===== src/rtl/core/sfk_pkg.sv =====
// Shared types and constants for the skeleton forward kinematics block.
package sfk_pkg;
	localparam int InW = 9 + 3 * 32 + 4 * 16 + 1;
	localparam int InBytes = (InW - 1) / 8 + 1;
	localparam int OutDW = 3 * 32 + 4 * 16 + 2 * 32;
	localparam int OutBytes = (OutDW - 1) / 8 + 1;
	localparam logic signed [31:0] PosMax = 32'sh7fffffff;
	localparam logic signed [31:0] PosMin = 32'sh80000000;

	typedef struct packed {
		logic               last;
		logic signed [15:0] qw;
		logic signed [15:0] qz;
		logic signed [15:0] qy;
		logic signed [15:0] qx;
		logic signed [31:0] z;
		logic signed [31:0] y;
		logic signed [31:0] x;
		logic signed [8:0]  parent;
	} joint_t;

	typedef struct packed {
		logic signed [31:0] hi;
		logic signed [31:0] lo;
		logic signed [15:0] qw;
		logic signed [15:0] qz;
		logic signed [15:0] qy;
		logic signed [15:0] qx;
		logic signed [31:0] z;
		logic signed [31:0] y;
		logic signed [31:0] x;
	} pose_t;

	function automatic logic signed [31:0] sat32(input logic signed [47:0] v);
		if (v > 48'sh0000_7fffffff) return PosMax;
		if (v < -48'sh0000_80000000) return PosMin;
		return v[31:0];
	endfunction

	function automatic logic signed [15:0] sat16(input logic signed [35:0] v);
		if (v > 36'sh0_0000_7fff) return 16'sh7fff;
		if (v < -36'sh0_0000_8000) return 16'sh8000;
		return v[15:0];
	endfunction
endpackage


===== src/rtl/core/sfk_front.sv =====
// Input stage: accepts joints and queues them for the kinematics engine.
module sfk_front (
	input  logic            clk,
	input  logic            arst_n,
	input  logic            in_valid,
	output logic            in_ready,
	input  sfk_pkg::joint_t in_joint,
	output logic            q_valid,
	input  logic            q_ready,
	output sfk_pkg::joint_t q_joint
);
	import sfk_pkg::*;

	joint_t slot_q [2];
	logic [1:0] cnt_q;
	logic wr_q, rd_q;

	assign in_ready = (cnt_q != 2'd2);
	assign q_valid  = (cnt_q != 2'd0);
	assign q_joint  = slot_q[rd_q];

	always_ff @(posedge clk or negedge arst_n) begin
		if (!arst_n) begin
			cnt_q <= '0;
			wr_q  <= 1'b0;
			rd_q  <= 1'b0;
		end else begin
			if (in_valid && in_ready) wr_q <= ~wr_q;
			if (q_valid && q_ready) rd_q <= ~rd_q;
			cnt_q <= cnt_q + 2'(in_valid && in_ready) - 2'(q_valid && q_ready);
		end
	end

	always_ff @(posedge clk) begin
		if (in_valid && in_ready) slot_q[wr_q] <= in_joint;
	end
endmodule


===== config.mk =====
export PLATFORM = sky130hd
export DESIGN_NAME = sfk_front
export DESIGN_NICKNAME = d
export VERILOG_FILES = /design/src/rtl/core/sfk_pkg.sv /design/src/rtl/core/sfk_front.sv
export SDC_FILE = /design/constraint.sdc
export NUM_CORES = 1
export LEC_CHECK = 0
export BUFFER_PORTS_ARGS = -buffer_cell sky130_fd_sc_hd__clkbuf_2
export CAP_MARGIN = 30
export CORE_MARGIN = 3
export CORE_UTILIZATION = 45
export CTS_BUF_LIST = sky130_fd_sc_hd__clkbuf_8
export DETAILED_ROUTE_END_ITERATION = 7
export PLACE_DENSITY = 0.84
export SLEW_MARGIN = 20
export SYNTH_ARGS = -nofsm -noshare
export SYNTH_HDL_FRONTEND = slang
export SYNTH_SLANG_ARGS = --single-unit

===== constraint.sdc =====
create_clock -name clk -period 7.7 [get_ports clk]
set_input_delay 0.385 -clock clk [delete_from_list [all_inputs] [get_ports clk]]
set_output_delay 0.385 -clock clk [all_outputs]
set_load 0.01 [all_outputs]

Yosys cells after proc, flatten, opt, wreduce, memory -nomap -nowiden
Memory sizes are Yosys's and may differ from the RTL's.
Index checks and enable logic that the tools add are counted.
{ "totals": {"output_inout_bits": 172, "mem_count": 1, "register_bits": 4, "inputBits": 174, "ramBits": 340, "word_cells": 14} }
{ "classes": {"bitwise": 2, "reduce_logical": 3, "n_addsub": 2, "n_mux": 2, "eq_ne": 1} }
{ "mem_list": {"columns": ["name", "words", "word_bits", "rd", "rd_ports_with_merged_regs", "wr", "line", "source"], "rows": [
  ["slot_q", 2, 170, 1, 0, 1, "sfk_front.sv:14", "joint_t slot_q [2];"]
]} }
{ "op_table": {"columns": ["operator", "count"], "rows": [
  ["$add A2 B1 Y2", 1],
  ["$logic_and A1 B1 Y1", 2],
  ["$mux W1", 2],
  ["$ne A2 B2 Y1 const B", 1],
  ["$not A1 Y1", 2],
  ["$reduce_bool A2 Y1", 1],
  ["$sub A2 B1 Y2", 1]
]} }

Depth between registers and ports, before layout
{ "logic_depth": {"ltp_word": 4, "ltp_mapped": 7} }

Worst setup path before layout
Ideal clock, no wire load.
{ "synth_timing": {"kind": "register -> register", "start": "register cnt_q[1]", "end": "memory slot_q[0][0] (netlist bit) (enable)", "stages_incl_launch_ff": 4, "period_less_slack_ps": 8417, "arrival_ps": 7715, "path_slack_ps": -717, "n_path_buf": 0, "setup_ps": 702, "cell_sequence": "dfrtp_1 -> nand2b_1 -> nand2_1 -> nor2_1"} }
{ "synth_between": {"elab_chain_cells": 4} }
{ "synth_lines": {"columns": ["item", "line", "source"], "rows": [
  ["from (decl)", "sfk_front.sv:15", "logic [1:0] cnt_q;"],
  ["from (signal assigned)", "sfk_front.sv:30", "cnt_q <= cnt_q + 2'(in_valid && in_ready) - 2'(q_valid && q_ready);"],
  ["$ne A2 B2 Y1", "sfk_front.sv:18", "assign in_ready = (cnt_q != 2'd2);"],
  ["net in_ready", "sfk_front.sv:6", "output logic in_ready,"],
  ["$logic_and A1 B1 Y1", "sfk_front.sv:35", "if (in_valid && in_ready) slot_q[wr_q] <= in_joint;"],
  ["$mux W1", "sfk_front.sv:35", null],
  ["$mux W1 (implied by the code)", "sfk_front.sv:35", null],
  ["to (decl)", "sfk_front.sv:14", null]
]} }
The timed path passes the listed nets, and every way through them passes these cells.

==> impl_results.md <==
* Number of buffer and inverter stages on the critical path at 2
* Ys Warns at 0
* Total of max-cap violations at 0
* Vias at 7321
* Post-cts resize count at 0
* Final Hold Viols at 0
* Crit share post-route at a little over two fifths
* Pleak at 7.044 nW
* Routed Antenna Nets at 0
* First-pass DRT Iterations at 4
* DRC Markers at 0
* Endpoints failing setup at 0
* First-pass GRT wire length at about 45000 um
* Top Ports at between 300 and 400
* PD cells at 346.5 nW/um^2
* CP Max Fanout at roughly 110
* Hold-fix buffers, CTS at about 170
* Drt first-iter violations at roughly 420
* DIE AREA at a little over 30000 sq um
* Total Power at a little over 6 mW
* Number of I/O port buffers at between 300 and 400
* H-Tree Depth at 2
* Avg Vias per Cell at around 4.8
* Arrival time at the worst endpoint at 2980 ps
* Root Buffer: clkbuf_8
* Routed length per placed instance at between 15 and 20 um
* Initial Util at between 40% and 50%
* Synthesized Nets at roughly 720
* Worst endpoint required time at between 7000 and 8000 ps
* Unrepaired setup endpoints after global routing: false
* Peak VDD IR at roughly 240 uV
* CP delay by family, top: flip-flops
* Number of global-route vias before repair at around 8400
* Final Critical Period at between 3000 and 4000 ps
* Rows at about 60
* Skew-Pair Late Insertion Delay at 560 ps
* Crit-path max cell delay at roughly 1100 ps
* TritonCTS clock tree: done
* Layout cell share with drive strength beyond 1 at around half
* GPL Wtd Cong at 0.7692
* Maximum clock rate at between 200 and 300 MHz
* Synth cell types at 16
* Routed WL at 29650 um
* Antenna violations before repair at 2
* Total GRT Usage at between 10% and 20%
* Area grow syn2layout at 37.06%
* Hpwl dp at 16980 um
* WS Path Type: flop to output pin
* Netlist Area Pre-Place at roughly 13000 sq um
* Die width at roughly 170 um
* Bufs on Longest Clock Path at 3
* Mean Syn Cell Area at approximately 23 sq um
* Sequential area share after synthesis at 80.41%
* Worst path cell trace: buf_12 -> mux2_2 -> clkbuf_2
* Status: complete, no violations
* Slew Limit Fails at 0
* # nets final at approximately 1300
* Clock Skew at between 15 and 20 ps
* Seq cells post-synth at roughly 340
* Placeable Area at 27930 sq um
* CTS sink cnt at between 300 and 400
* Slew headroom at between 30% and 40%
* Grt ovf at 0
* Critical path's slowest cell: dfrtp_4
* Crit path capture type: output pin
* Largest net degree at the start of global routing at 114
* Clock-pin transition on the worst setup and hold timing paths at about 60 ps
* Setup_tns at 0 ps
* Syn Inst Count at 546
* Die Y at roughly 170 um
* Num CTS Buffers at 55
* Worst-margin pin slew at 1001 ps
* Worst Hold Class: input port to flop
* Setup bufs post-CTS at 0
* Critical path launch point type: flop
==> cell families after synthesis <==
kind of cell,after synthesis,synth area share [%]
xor gates and xnor gates,4,0.2733
adders and majority gates,2,0.1951
buffers and inverters,20,1.308
DFF,344,80.41
muxes,170,17.56
and+or+nand+nor,6,0.2538
==> sequential cells by signal, indices dropped and copies added, names as in the netlist <==
| register | flops |
|---|---|
| slot_q | 340 |
| cnt_q | 2 |
| rd_q | 1 |
| wr_q | 1 |
==> routing by layer <==
| layer | GRT usage [%] | vias to the layer above | share of wire, % |
|---|---|---|---|
| met5 | 0 | - | 0 |
| met1 | 20.61 | 3561 | 35 |
| met2 | 34.64 | 364 | 53 |
| met3 | 5.128 | 87 | 7.3 |
| li1 | - | 3309 | - |
| met4 | 8.444 | 0 | 4.1 |
==> stage by stage <==
step / hold slack [ps] / setup WS, ps / utilization [%] / area, sq um / instances
global placement: 210.3 / 4945 / 53.45 / 14930 / 1256
finish: 37.70 / 4334 / 62.91 / 17570 / 1523
CTS: 0.8201 / 4310 / 62.89 / 17570 / 1520
global route: 3.752 / 4192 / 62.90 / 17570 / 1522
detailed placement: 209.4 / 4946 / 53.45 / 14930 / 1256
floorplan: 89.41 / 2158 / - / 12820 / 546
==> area by class of cell <==
| cell class | count | area, sq um |
|---|---|---|
| inverters | 1 | 3.754 |
| clock inverters | 42 | 202.7 |
| fillers | 1933 | 10360 |
| multi-input cells | 182 | 2357 |
| clock buffers | 56 | 770.7 |
| diodes | 3 | 7.507 |
| repair buffers | 517 | 3446 |
| well taps | 378 | 473.0 |
| flip-flops and latches | 344 | 10310 |
==> Yosys cell counts <==
cell / n / area (sq um)
nor2_1: 1 / 3.750
and2_1: 1 / 6.260
dfrtp_1: 4 / 100.1
nand2b_1: 1 / 6.260
or2_2: 1 / 6.260
and3_1: 1 / 6.260
mux2_2: 80 / 900.9
edfxtp_1: 340 / 10210
nand2_1: 1 / 3.750
xnor2_1: 3 / 26.28
mux2_4: 90 / 1351
buf_2: 8 / 40.04
xor2_1: 1 / 8.760
inv_1: 1 / 3.750
buf_6: 11 / 123.9
ha_1: 2 / 25.02
==> cells in the final DEF, fill, tap and decap left out, types with 2 or more instances in the layout <==
cell	netlist	final
dfrtp_1	4	3
clkbuf_8	0	56
buf_4	0	5
ha_1	2	2
clkbuf_2	0	345
xnor2_1	3	3
mux2_2	80	80
diode_2	0	3
mux2_4	90	90
edfxtp_1	340	340
clkinv_1	0	10
dlygate4sd3_1	0	166
clkinv_2	0	8
inv_1	1	22
==> power breakdown <==
group | total [mW] | internal [mW] | switching, mW
clock | 1.39 | 0.708 | 0.679
combinational | 1.95 | 0.949 | 0.997
sequential | 2.76 | 2.57 | 0.189
total | 6.09 | 4.22 | 1.87
==> final timing paths <==
| check | startpoint | to | slack (ps) | cells after the start |
|---|---|---|---|---|
| worst max-delay path | rd_q$_DFFE_PN0P_ | q_joint[169] | 4330 | 3 |
| worst min-delay path | in_joint[95] | slot_q[1][95]$_DFFE_PP_ | 40 | 1 |
| worst max register to register | cnt_q[1]$_DFF_PN0_ | slot_q[0][102]$_DFFE_PP_ | 5110 | 5 |
| worst min register to register | cnt_q[0]$_DFF_PN0_ | cnt_q[0]$_DFF_PN0_ | 520 | 1 |
| max in group asynchronous | arst_n | rd_q$_DFFE_PN0P_ | 7360 | 2 |
| min in group asynchronous | arst_n | cnt_q[0]$_DFF_PN0_ | 190 | 2 |
Power figures use the tool's default switching activity.
